File: src/hw/rtl/nqfs_pkg.sv
// Package for the n-queens first-solution search block.
// Holds field widths, the controller state type and the command/status structs.
// No dependencies.
package nqfs_pkg;

  localparam int MAX_N_DEFAULT = 16;
  localparam int BOARD_SIZE_W  = 5;
  localparam int INDEX_OUT_W   = 4;

  typedef enum logic [2:0] {
    ST_IDLE,
    ST_CHECK,
    ST_RESTORE,
    ST_EMIT_READ,
    ST_EMIT_WRITE,
    ST_FAIL
  } state_t;

  typedef struct packed {
    logic start;
    logic place;
    logic skip;
    logic retreat;
    logic restore;
    logic emit_init;
    logic emit_load;
    logic emit_next;
    logic fail_load;
  } cmd_t;

  typedef struct packed {
    logic cols_full;
    logic rows_spent;
    logic col_zero;
    logic square_free;
    logic out_free;
    logic emit_last;
    logic req_bad;
  } status_t;

endpackage

File: src/hw/rtl/nqfs_req_if.sv
// Request channel of the n-queens search: valid/ready plus board size.
// Depends on nqfs_pkg.
interface nqfs_req_if;
  import nqfs_pkg::*;

  logic                    valid;
  logic                    ready;
  logic [BOARD_SIZE_W-1:0] board_size;

  modport source (output valid, output board_size, input ready);
  modport sink (input valid, input board_size, output ready);
endinterface

File: src/hw/rtl/nqfs_res_if.sv
// Result channel of the n-queens search: valid/ready plus one column result.
// Depends on nqfs_pkg.
interface nqfs_res_if;
  import nqfs_pkg::*;

  logic                   valid;
  logic                   ready;
  logic [INDEX_OUT_W-1:0] column_index;
  logic [INDEX_OUT_W-1:0] queen_row;
  logic                   found;
  logic                   last;

  modport source (output valid, output column_index, output queen_row, output found,
                  output last, input ready);
  modport sink (input valid, input column_index, input queen_row, input found,
                input last, output ready);
endinterface

File: src/hw/rtl/nqfs_ram.sv
// Generic single-write, single-read RAM with registered read data.
// No dependencies.
module nqfs_ram #(
  parameter int WIDTH = 4,
  parameter int DEPTH = 16
) (
  input  logic                     clk,
  input  logic                     we,
  input  logic [$clog2(DEPTH)-1:0] wr_addr,
  input  logic [WIDTH-1:0]         wr_data,
  input  logic [$clog2(DEPTH)-1:0] rd_addr,
  output logic [WIDTH-1:0]         rd_data
);

  logic [WIDTH-1:0] mem [DEPTH];

  always_ff @(posedge clk) begin
    if (we) begin
      mem[wr_addr] <= wr_data;
    end
    rd_data <= mem[rd_addr];
  end

endmodule

File: src/hw/rtl/nqfs_datapath.sv
// Datapath of the n-queens search: counters, occupancy masks, row stack, result register.
// Depends on nqfs_pkg, nqfs_res_if and nqfs_ram.
module nqfs_datapath #(
  parameter int MAX_N = nqfs_pkg::MAX_N_DEFAULT
) (
  input  logic                                clk,
  input  logic                                rst,
  input  logic [nqfs_pkg::BOARD_SIZE_W-1:0]   board_size,
  input  nqfs_pkg::cmd_t                      cmd,
  output nqfs_pkg::status_t                   status,
  nqfs_res_if.source                          res
);
  import nqfs_pkg::*;

  localparam int COL_W  = $clog2(MAX_N + 1);
  localparam int IDX_W  = $clog2(MAX_N);
  localparam int DIAG_N = 2 * MAX_N - 1;
  localparam int DIAG_W = $clog2(DIAG_N);

  logic [COL_W-1:0]  n_size;
  logic [COL_W-1:0]  col;
  logic [COL_W-1:0]  row;
  logic [MAX_N-1:0]  row_mask;
  logic [DIAG_N-1:0] rise_mask;
  logic [DIAG_N-1:0] fall_mask;

  logic [IDX_W-1:0]  col_i;
  logic [IDX_W-1:0]  row_i;
  logic [IDX_W-1:0]  rd_addr;
  logic [IDX_W-1:0]  rd_data;
  logic [IDX_W-1:0]  flip_row;
  logic [DIAG_W-1:0] rise_idx;
  logic [DIAG_W-1:0] fall_idx;

  logic                   out_valid;
  logic [INDEX_OUT_W-1:0] out_column;
  logic [INDEX_OUT_W-1:0] out_row;
  logic                   out_found;
  logic                   out_last;

  assign col_i    = col[IDX_W-1:0];
  assign row_i    = row[IDX_W-1:0];
  assign rd_addr  = cmd.retreat ? (col_i - IDX_W'(1)) : col_i;
  assign flip_row = cmd.restore ? rd_data : row_i;
  assign rise_idx = DIAG_W'(flip_row) + DIAG_W'(col_i);
  assign fall_idx = DIAG_W'(flip_row) + DIAG_W'(MAX_N - 1) - DIAG_W'(col_i);

  nqfs_ram #(
    .WIDTH(IDX_W),
    .DEPTH(MAX_N)
  ) u_stack (
    .clk     (clk),
    .we      (cmd.place),
    .wr_addr (col_i),
    .wr_data (row_i),
    .rd_addr (rd_addr),
    .rd_data (rd_data)
  );

  always_comb begin
    status.cols_full   = (col >= n_size);
    status.rows_spent  = (row >= n_size);
    status.col_zero    = (col == '0);
    status.square_free = !row_mask[row_i] && !rise_mask[rise_idx] && !fall_mask[fall_idx];
    status.out_free    = !out_valid || res.ready;
    status.emit_last   = ((col + COL_W'(1)) == n_size);
    status.req_bad     = (board_size == '0) || (int'(board_size) > MAX_N);
  end

  always_ff @(posedge clk) begin
    if (rst) begin
      n_size    <= '0;
      col       <= '0;
      row       <= '0;
      row_mask  <= '0;
      rise_mask <= '0;
      fall_mask <= '0;
    end else begin
      if (cmd.start) begin
        n_size    <= COL_W'(board_size);
        col       <= '0;
        row       <= '0;
        row_mask  <= '0;
        rise_mask <= '0;
        fall_mask <= '0;
      end
      if (cmd.place || cmd.restore) begin
        row_mask  <= row_mask ^ (MAX_N'(1) << flip_row);
        rise_mask <= rise_mask ^ (DIAG_N'(1) << rise_idx);
        fall_mask <= fall_mask ^ (DIAG_N'(1) << fall_idx);
      end
      if (cmd.place) begin
        col <= col + COL_W'(1);
        row <= '0;
      end
      if (cmd.skip) begin
        row <= row + COL_W'(1);
      end
      if (cmd.retreat) begin
        col <= col - COL_W'(1);
      end
      if (cmd.restore) begin
        row <= COL_W'(rd_data) + COL_W'(1);
      end
      if (cmd.emit_init) begin
        col <= '0;
      end
      if (cmd.emit_next) begin
        col <= col + COL_W'(1);
      end
    end
  end

  always_ff @(posedge clk) begin
    if (rst) begin
      out_valid <= 1'b0;
    end else if (cmd.emit_load || cmd.fail_load) begin
      out_valid <= 1'b1;
    end else if (res.ready) begin
      out_valid <= 1'b0;
    end
  end

  always_ff @(posedge clk) begin
    if (cmd.emit_load) begin
      out_column <= INDEX_OUT_W'(col);
      out_row    <= INDEX_OUT_W'(rd_data);
      out_found  <= 1'b1;
      out_last   <= status.emit_last;
    end else if (cmd.fail_load) begin
      out_column <= '0;
      out_row    <= '0;
      out_found  <= 1'b0;
      out_last   <= 1'b1;
    end
  end

  assign res.valid        = out_valid;
  assign res.column_index = out_column;
  assign res.queen_row    = out_row;
  assign res.found        = out_found;
  assign res.last         = out_last;

endmodule

File: src/hw/rtl/nqfs_ctrl.sv
// Controller of the n-queens search: sequences search steps, backtracking and emission.
// Depends on nqfs_pkg.
module nqfs_ctrl (
  input  logic              clk,
  input  logic              rst,
  input  logic              req_valid,
  output logic              req_ready,
  output nqfs_pkg::cmd_t    cmd,
  input  nqfs_pkg::status_t status
);
  import nqfs_pkg::*;

  state_t state;
  state_t state_next;

  always_ff @(posedge clk) begin
    if (rst) begin
      state <= ST_IDLE;
    end else begin
      state <= state_next;
    end
  end

  always_comb begin
    state_next = state;
    case (state)
      ST_IDLE: begin
        if (req_valid) begin
          state_next = status.req_bad ? ST_FAIL : ST_CHECK;
        end
      end
      ST_CHECK: begin
        if (status.cols_full) begin
          state_next = ST_EMIT_READ;
        end else if (status.rows_spent) begin
          state_next = status.col_zero ? ST_FAIL : ST_RESTORE;
        end
      end
      ST_RESTORE:   state_next = ST_CHECK;
      ST_EMIT_READ: state_next = ST_EMIT_WRITE;
      ST_EMIT_WRITE: begin
        if (status.out_free) begin
          state_next = status.emit_last ? ST_IDLE : ST_EMIT_READ;
        end
      end
      ST_FAIL: begin
        if (status.out_free) begin
          state_next = ST_IDLE;
        end
      end
      default: state_next = ST_IDLE;
    endcase
  end

  always_comb begin
    cmd       = '0;
    req_ready = 1'b0;
    case (state)
      ST_IDLE: begin
        req_ready = 1'b1;
        cmd.start = req_valid && !status.req_bad;
      end
      ST_CHECK: begin
        if (status.cols_full) begin
          cmd.emit_init = 1'b1;
        end else if (status.rows_spent) begin
          cmd.retreat = !status.col_zero;
        end else if (status.square_free) begin
          cmd.place = 1'b1;
        end else begin
          cmd.skip = 1'b1;
        end
      end
      ST_RESTORE: cmd.restore = 1'b1;
      ST_EMIT_READ: ;
      ST_EMIT_WRITE: begin
        cmd.emit_load = status.out_free;
        cmd.emit_next = status.out_free && !status.emit_last;
      end
      ST_FAIL: cmd.fail_load = status.out_free;
      default: ;
    endcase
  end

endmodule

File: src/hw/rtl/n_queens_first_solution_top.sv
// Top level of the n-queens first-solution search block.
// Depends on nqfs_pkg, nqfs_req_if, nqfs_res_if, nqfs_ctrl and nqfs_datapath.
//
// A request carries a board size n; the block runs a depth-first backtracking search
// (columns left to right, rows ascending) and returns one result per column with the
// queen's row, last set on the final column, or a single result with found = 0 when
// n is zero, above MAX_N, or has no placement. Each trial placement or row skip is
// one CHECK step; a backtrack passes through CHECK and RESTORE (the row stack RAM has a
// registered read), and each emitted column through EMIT_READ and EMIT_WRITE plus any
// stall on the result side; a new request is taken once the previous one has been
// handed to the result register. Search time grows with the number of trials.
module n_queens_first_solution_top #(
  parameter int MAX_N = nqfs_pkg::MAX_N_DEFAULT
) (
  input logic        clk,
  input logic        rst,
  nqfs_req_if.sink   req,
  nqfs_res_if.source res
);
  import nqfs_pkg::*;

  cmd_t    cmd;
  status_t status;

  nqfs_ctrl u_ctrl (
    .clk       (clk),
    .rst       (rst),
    .req_valid (req.valid),
    .req_ready (req.ready),
    .cmd       (cmd),
    .status    (status)
  );

  nqfs_datapath #(
    .MAX_N(MAX_N)
  ) u_datapath (
    .clk        (clk),
    .rst        (rst),
    .board_size (req.board_size),
    .cmd        (cmd),
    .status     (status),
    .res        (res)
  );

  a_busy_after_request: assert property (@(posedge clk) disable iff (rst)
    req.valid && req.ready |=> !req.ready)
    else $error("request accepted while a search was still open");

  a_single_move: assert property (@(posedge clk) disable iff (rst)
    !(cmd.place && cmd.retreat) && !(cmd.place && cmd.skip) && !(cmd.retreat && cmd.skip))
    else $error("conflicting search moves in one cycle");

  a_load_when_free: assert property (@(posedge clk) disable iff (rst)
    cmd.emit_load || cmd.fail_load |-> status.out_free)
    else $error("result register overwritten before it was taken");

  a_fail_is_last: assert property (@(posedge clk) disable iff (rst)
    res.valid && !res.found |-> res.last)
    else $error("failure result without last");

endmodule

File: src/flat_wrapper.sv
// flat-port wrapper written by rule: the top's interface ports become plain ports
module n_queens_first_solution_top_flat import nqfs_pkg::*;
#(
  parameter int MAX_N = nqfs_pkg::MAX_N_DEFAULT
)
  (clk, rst, req_valid, req_board_size, req_ready, res_valid, res_column_index, res_queen_row, res_found, res_last, res_ready);
  nqfs_req_if req_i ();
  nqfs_res_if res_i ();
  input logic clk;
  input logic rst;
  input wire logic [$bits(req_i.valid)-1:0] req_valid;
  input wire logic [$bits(req_i.board_size)-1:0] req_board_size;
  output wire logic [$bits(req_i.ready)-1:0] req_ready;
  output wire logic [$bits(res_i.valid)-1:0] res_valid;
  output wire logic [$bits(res_i.column_index)-1:0] res_column_index;
  output wire logic [$bits(res_i.queen_row)-1:0] res_queen_row;
  output wire logic [$bits(res_i.found)-1:0] res_found;
  output wire logic [$bits(res_i.last)-1:0] res_last;
  input wire logic [$bits(res_i.ready)-1:0] res_ready;
  assign req_i.valid = req_valid;
  assign req_i.board_size = req_board_size;
  assign req_ready = req_i.ready;
  assign res_valid = res_i.valid;
  assign res_column_index = res_i.column_index;
  assign res_queen_row = res_i.queen_row;
  assign res_found = res_i.found;
  assign res_last = res_i.last;
  assign res_i.ready = res_ready;
  n_queens_first_solution_top #(.MAX_N(MAX_N)) u_core (.clk(clk), .rst(rst), .req(req_i), .res(res_i));
endmodule
File: config.mk
export PLATFORM = sky130hd
export DESIGN_NAME = n_queens_first_solution_top_flat
export DESIGN_NICKNAME = d
export VERILOG_FILES = /design/src/hw/rtl/nqfs_pkg.sv /design/src/hw/rtl/nqfs_req_if.sv /design/src/hw/rtl/nqfs_res_if.sv /design/src/hw/rtl/nqfs_ram.sv /design/src/hw/rtl/nqfs_datapath.sv /design/src/hw/rtl/nqfs_ctrl.sv /design/src/hw/rtl/n_queens_first_solution_top.sv /design/src/flat_wrapper.sv
export SDC_FILE = /design/constraint.sdc
export NUM_CORES = 1
export LEC_CHECK = 0
export ABC_AREA = 0
export BUFFER_PORTS_ARGS = -buffer_cell sky130_fd_sc_hd__buf_2
export CAP_MARGIN = 20
export CORE_UTILIZATION = 35
export CTS_BUF_LIST = sky130_fd_sc_hd__clkbuf_16
export CTS_CLUSTER_DIAMETER = 30
export DETAILED_ROUTE_END_ITERATION = 7
export GPL_TIMING_DRIVEN = 1
export RECOVER_POWER = 100
export SETUP_SLACK_MARGIN = 0.1
export SYNTH_ARGS = -nofsm -noshare
export SYNTH_HDL_FRONTEND = slang
export SYNTH_HIERARCHICAL = 1
export SYNTH_SLANG_ARGS = --single-unit
File: constraint.sdc
create_clock -name clk -period 8.5 [get_ports clk]
set_clock_uncertainty 0.1 [all_clocks]
set_input_delay 0 -clock clk [delete_from_list [all_inputs] [get_ports clk]]
set_output_delay 0 -clock clk [all_outputs]
set_load 0.05 [all_outputs]
==> results of run 1 <==
worst max-delay path, stage by stage, from the launching register on:
cell and delay (ps):
dfxtp_1 470, inv_1 130, nor3_1 160, buf_4 230
inv_1 90, a21boi_0 630, inv_1 250, ha_1 280
inv_1 90, fa_1 260, xor2_1 770, mux4_2 600
mux2i_1 160, a221oi_1 120, nor4_1 330, inv_1 80
nor2_1 340, nor2_1 200, nand2_1 620, buf_4 440
nand2_1 80, mux2_2 270, nor2_1 120
state kept, by name, summed over array words and instances, names as in the netlist, 5 cells and up:
name,flops
u_core/u_datapath/row,5
u_core/u_datapath/rise_mask,31
u_core/u_datapath/u_stack/mem,64
u_core/u_datapath/col,5
u_core/u_datapath/fall_mask,31
u_core/u_datapath/row_mask,16
u_core/u_datapath/n_size,5
where the power goes:
| group | switching [mW] | internal [mW] | total [mW] |
|---|---|---|---|
| clock | 0.388 | 0.428 | 0.816 |
| combinational | 0.631 | 0.305 | 0.936 |
| sequential | 0.0749 | 0.938 | 1.01 |
| total | 1.09 | 1.67 | 2.77 |
worst paths after layout:
kind	start	end	slack, ps
setup / recovery	u_core/u_ctrl/state[1]	u_core/u_datapath/fall_mask[29]	1590
hold / removal	rst	u_core/u_datapath/rise_mask[18]	120
setup reg to reg	u_core/u_ctrl/state[1]	u_core/u_datapath/fall_mask[29]	1590
hold reg to reg	u_core/u_datapath/res.found	u_core/u_datapath/res.found	350
cells by family (layout without fill, tap and decap cells):
kind of cell	count (synthesis)	in the layout
AND/OR/NAND/NOR	421	421
adder cells (fa/ha/maj)	25	25
buffers and inverters	77	98
XOR/XNOR	21	21
flip-flops	175	175
multiplexers	98	98
AO/OA/AOI/OAI	102	102
placed cells by master (no fill, tap or decap), types with 7 or more instances in the layout:
cell,synthesis,layout
mux4_1,17,17
nand3_1,41,41
ha_1,23,23
mux2_2,56,56
dfxtp_1,102,102
xor2_1,9,8
nand2_1,132,132
xnor2_1,12,12
a21oi_1,44,43
nor2_1,115,115
mux2i_1,11,11
nand4_1,31,31
dlygate4sd3_1,0,7
nor4_1,9,9
nor2b_1,10,10
nand2b_1,14,14
edfxtp_1,73,73
inv_1,24,24
buf_4,1,11
mux4_2,14,14
nor3_1,17,17
buf_2,12,7
clkbuf_1,29,16
clkbuf_16,0,17
o21ai_0,9,10
or2_2,14,14
cell type report:
type,count,area [µm²]
fillers,2566,15800
multi-input cells,667,4670
flip-flops and latches,175,4230
clock buffers,17,425
well taps,335,419
repair buffers,42,255
clock inverters,15,201
inverters,24,90.1
stage by stage:
step | power, mW | utilization | hold slack (ps) | worst slack [ps] | cells
2_1_floorplan | 1.76 | - | -30.9 | 3300 | 919
6_report | 2.77 | 0.395 | 122 | 1590 | 1275
3_5_place_dp | 1.97 | 0.369 | 163 | 1820 | 1233
5_1_grt | 2.92 | 0.395 | 162 | 905 | 1275
3_3_place_gp | 1.95 | 0.369 | 152 | 1990 | 1232
4_1_cts | 2.79 | 0.396 | 124 | 1750 | 1272
metal layers:
| metal | vias to the layer above | wire (µm) |
|---|---|---|
| met5 | - | 0 |
| met4 | 0 | 253 |
| met3 | 15 | 915 |
| met2 | 156 | 9590 |
| met1 | 3343 | 9870 |
| li1 | 3344 | - |
repair_timing:
action	in CTS	in global routing
setup endpoints to repair	0	0
hold buffers	7	0
endpoints found under the hold margin	8	0
==> results by group, run 1 <==
Clock network
  – Clock root buffer: clkbuf_16
  – Clock Latency Late Sink: 440 ps
  – Max H-tree Level: 4
  – Post-CTS sizing: 0
  – CTS Sinks: 175
  – Setup Buffers After CTS: 0
  – Clock transition at the registers of the reported paths: 70 ps
  – CTS tree: built
  – Num CTS Buffers: 17
  – Clk buf depth: 2

STA
  – Hold Fails Final Rpt: 0
  – TNS Setup: 0 ps
  – Worst-margin pin slew: 1200 ps
  – F_max: 0.145 GHz
  – Slew Viols, Final: 0
  – Slew headroom: 0.199
  – Final period utilization: 0.813
  – Setup violators final: 0
  – Min Tclk post-route: 6910 ps
  – RSZ-0062 raised after global routing: no

Run status
  – Run status: finished clean

Die
  – Core ar.: 0.0261 mm²
  – Initial core utilization: 0.356
  – Row cnt: 59
  – Die W: 165 µm
  – Io pins: 21
  – Die span in y: 165 µm
  – Die ar.: 0.0272 mm²

Critical path
  – Reg2Reg Depth: 22
  – WS Path Type: reg2reg
  – Worst EP arrival: 7170 ps
  – Critical Path Source Type: flip-flop
  – Worst EP required: 8760 ps
  – Setup crit end kind: flip-flop
  – Crit path max fanout: 29

Yosys
  – Synth Area in XOR/XNOR: 0.0198
  – Avg Synthesized Cell Area: 10.1 µm²
  – Compound-cell area share of the yosys netlist: 0.0712
  – Post-Synth Simple-Gate Area: 0.214
  – Combinational family with the most area after synthesis: simple AND/OR/NAND/NOR gates
  – Synthesized instance count: 919
  – Number of synthesis warnings: 6
  – Cell type with the largest total area after synthesis: edfxtp_1
  – Yosys reg bits: 175
  – Count leader, synth: nand2_1
  – Register area share after synthesis: 0.456
  – Post-synthesis adder-cell area fraction: 0.0353
  – Number of synthesized flops with an enable pin: 73
  – Top cell type's share of synthesized area: 0.236
  – Ys flop type: dfxtp_1
  – Mux cell area share after synthesis: 0.162
  – Syn Nets: 953
  – Post-synthesis async set-or-reset flop share: 0
  – Synth unique cells: 64
  – Synth Cell Area: 0.00928 mm²
  – Top cells by area, synth: edfxtp_1 (24%), dfxtp_1 (22%), mux2_2 (6.8%), nand2_1 (5.3%), mux4_1 (4.8%)
  – Top post-synthesis cells by count: nand2_1 (132), nor2_1 (115), dfxtp_1 (102), edfxtp_1 (73), mux2_2 (56)

Global routing
  – Busiest grt layer: met2
  – Initial antenna violation count: 0
  – Largest net degree at the start of global routing: 98
  – GRT Total Usage: 0.162
  – Gr ovfl total: 0
  – First-pass GRT wire length: 34000 µm
  – Met1 Use GR: 0.222
  – Global Route met2 Usage: 0.256
  – Vias in the first global route: 6414
  – GRT met3 Usage: 0.0316

Finish
  – Antenna Cells: 0
  – Fin area: 0.0103 mm²
  – Nets: 961
  – Layout cells sized above 1: 0.152
  – Area growth, synth to finish: 11.0%

Routing
  – Initial detailed-routing violation count: 455
  – Post-route ant nets: 0
  – Drt wl/cell: 16.2 µm
  – Drc violations: 0
  – Via count: 6858
  – Number of vias per cell: 5.38
  – Final wirelength: 20600 µm
  – DRT Pass-1 Iters: 5

Placement
  – Placed wire-length estimate: 13700 µm
  – Buffers on Ports: 20
  – Placed inst area: 0.00962 mm²
  – GPL Wtd Cong: 0.794

Power and ir drop
  – Leakage: 3.43 nW
  – Worst IR drop on VDD: 207 µV
  – Pwr per Cell Area: 268 mW/mm²

Flow run
  – Max Cap Viol: 0

Min path
  – Worst hold path class: in2reg
  – Worst Hold Depth: 2
No activity file was read; power rests on OpenSTA's default activity.
==> run 2, diff against run 1 <==
Clock period 8.5 ns to 6.3 ns, I/O delays scaled along.
==> run 2 against run 1 <==
The flow now finishes with violations (max-capacitance violations, max-slew violations); critical path depth rose by 1; count of clock-buffer cells in the layout did not move; total power up 37%; critical endpoint is now u_core/u_datapath/rise_mask[7]; largest cell class unchanged; largest power group is now combinational cells.
==> results by group, run 2 (synthesis gave the netlist of run 1 again) <==
Run status
  – Run status: finished with violations
  – Violated checks: max-capacitance violations, max-slew violations

Critical path
  – Critical Path Source Type: flip-flop
  – Critical-path cell with the highest stage delay: mux4_2
  – Reg2Reg Depth: 23 (+4.5%)
  – Worst EP arrival: 6030 ps (-1140 ps)
  – Setup crit start: u_core/u_ctrl/state[1]
  – FF-to-FF End: u_core/u_datapath/rise_mask[7]
  – CP Cell Sequence: inv_1 > nor3_2 > nand2_1 > a21boi_0 > buf_4 > inv_1 > ha_1 > inv_1 > fa_1 > xor2_1 > buf_4 > mux4_2 > mux2i_1 > a221oi_1 > nor4_1 > inv_1 > nor2_1 > nor2_1 > nor2_1 > buf_4 > nand2_1 > or4_1 > a21oi_1
  – FF-to-FF setup slack: 520 ps (-1070 ps)
  – Most frequent cell on the critical path: inv_1
  – Worst path depth: 23 (+4.5%)
  – WS Path Type: reg2reg
  – Startpoint of the worst register-to-register path: u_core/u_ctrl/state[1]
  – Buf/Inv on CP: 7 (unchanged)
  – Crit path max fanout: 13 (-55%)
  – Top delay family on crit path: simple AND/OR/NAND/NOR gates
  – CP max stage delay: 530 ps (-240 ps)
  – Worst EP required: 6550 ps (-2210 ps)
  – Critical Path Sink: u_core/u_datapath/rise_mask[7]
  – Setup crit end kind: flip-flop

Global routing
  – Busiest grt layer: met2
  – Initial antenna violation count: 0 (unchanged)
  – Gr ovfl total: 0 (unchanged)
  – Largest net degree at the start of global routing: 98 (unchanged)
  – Global Route met2 Usage: 0.265 (+0.00917)
  – First-pass GRT wire length: 34700 µm (+2.0%)
  – GRT met3 Usage: 0.0301 (-0.00151)
  – Vias in the first global route: 6600 (+2.9%)
  – GRT Total Usage: 0.164 (+0.00241)
  – Met1 Use GR: 0.220 (-0.00158)

Power and ir drop
  – Leakage: 3.50 nW (+2.1%)
  – Worst IR drop on VDD: 230 µV (+11%)
  – Pwr per Cell Area: 364 mW/mm² (+36%)
  – Pwr Total: 3.79 mW (+37%)

STA
  – Setup WS post-layout: 523 ps (-1070 ps)
  – Hold Fails Final Rpt: 0 (unchanged)
  – Slew Viols, Final: 14 (+14)
  – TNS Setup: 0 ps (unchanged)
  – F_max: 0.173 GHz (+20%)
  – Worst-margin pin slew: 1630 ps (+424 ps)
  – Min Tclk post-route: 5780 ps (-1130 ps)
  – Slew headroom: -0.0872 (-0.286)
  – RSZ-0062 raised after global routing: no
  – Setup violators final: 0 (unchanged)
  – Final period utilization: 0.917 (+0.104)
  – Worst Hold Slack: 115 ps (-6.87 ps)

Clock network
  – Max H-tree Level: 4 (unchanged)
  – Setup Buffers After CTS: 0 (unchanged)
  – Num CTS Buffers: 17 (unchanged)
  – Clock root buffer: clkbuf_16
  – CTS tree: built
  – Clock transition at the registers of the reported paths: 70 ps (about the same)
  – Clock Latency Late Sink: 430 ps (about the same)
  – CTS Sinks: 175 (unchanged)
  – Clk buf depth: 2 (unchanged)

Die
  – Initial core utilization: 0.356 (unchanged)
  – Die span in y: 165 µm (unchanged)
  – Core ar.: 0.0261 mm² (unchanged)
  – Row cnt: 59 (unchanged)
  – Io pins: 21 (unchanged)
  – Die W: 165 µm (unchanged)
  – Die ar.: 0.0272 mm² (unchanged)

Routing
  – DRT Pass-1 Iters: 5 (unchanged)
  – Final wirelength: 21100 µm (+2.1%)
  – Drt wl/cell: 16.3 µm (+0.83%)
  – Initial detailed-routing violation count: 492 (+8.1%)
  – Drc violations: 0 (unchanged)
  – Via count: 6892 (+0.50%)
  – Post-route ant nets: 0 (unchanged)
  – Number of vias per cell: 5.34 (-0.75%)

Min path
  – HP Start: rst
  – Worst hold path class: in2reg

Finish
  – Biggest regs: u_core/u_datapath/u_stack/mem x64, u_core/u_datapath/fall_mask x31, u_core/u_datapath/rise_mask x31
  – Antenna Cells: 0 (unchanged)
  – Fill cells: 2591 (+0.97%)
  – Commonest non-fill, non-tap cells in the layout: nand2_1 (131), nor2_1 (115), dfxtp_1 (102)
  – Final core occ: 0.400 (+0.00447)
  – Most common cell after layout, fill and taps aside: nand2_1
  – Max reg flops: 64 (unchanged)
  – Biggest register: u_core/u_datapath/u_stack/mem
  – Nets: 977 (+1.7%)
  – Final std cells w/o fill: 1291 (+1.3%)
  – Area growth, synth to finish: 12.3%
  – Fin area: 0.0104 mm² (+1.1%)
  – Layout cells sized above 1: 0.165 (+0.0131)

Placement
  – GPL Wtd Cong: 0.786 (-1.0%)
  – Placed inst area: 0.00976 mm² (+1.4%)
  – DP Worst Slack: 371 ps (-1450 ps)
  – Buffers on Ports: 20 (unchanged)
  – Placed wire-length estimate: 14100 µm (+3.0%)
  – Placed cells: 1252 (+1.5%)

Flow run
  – Max Cap Viol: 1 (+1)
[run 2: changes by cell type in the layout (fill, tap and decap cells not counted), sizes merged]
cell | previous run | this run
inv | 31 | 30
clkbuf | 34 | 40
clkinv | 6 | 5
bufinv | 1 | 3
buf | 18 | 28
[run 2: report_power, final]
group          leakage, nW  switching, mW  internal, mW
Sequential            1.51         0.0509          1.27
Combinational         1.69          0.913         0.455
Clock                0.303          0.477         0.632
Total                 3.50           1.44          2.35
[run 2: worst reg2reg max path, cell delays in order, from the launching register on]
cell and delay, ps:
dfxtp_1 460, inv_1 140, nor3_2 290, nand2_1 80
a21boi_0 150, buf_4 180, inv_1 160, ha_1 200
inv_1 60, fa_1 480, xor2_1 200, buf_4 220
mux4_2 530, mux2i_1 150, a221oi_1 100, nor4_1 420
inv_1 80, nor2_1 370, nor2_1 220, nor2_1 130
buf_4 210, nand2_1 160, or4_1 450, a21oi_1 150
[run 2: worst min path at each step]
stage,endpoint,depth (start not counted)
final,u_core/u_datapath/rise_mask[20],2
after detailed placement,u_core/u_datapath/n_size[1],3
after global placement,u_core/u_datapath/n_size[1],3
after floorplan,u_core/u_ctrl/state[2],1
after global routing,u_core/u_datapath/rise_mask[4],2
after CTS,u_core/u_datapath/n_size[3],2
[run 2: area by class of cell]
type,count,area [µm²],area share
Clock buffer,17,425,0.0408
Clock inverter,15,189,0.0181
Inverter,24,90.1,0.00865
Multi-Input combinational cell,667,4700,0.451
Sequential cell,175,4230,0.406
Tap cell,335,419,0.0402
Timing Repair Buffer,58,358,0.0344
[run 2: metal layers]
layer	vias up	share of wire
li1	3382	-
met4	0	0.014
met3	19	0.034
met1	3365	0.48
met2	126	0.47
met5	-	0
[run 2: what timing repair did]
action	4_1_cts	5_1_grt
endpoints found under the setup margin	0	109
resized for setup	0	8
hold endpoints to repair	9	0
hold buffers	7	0
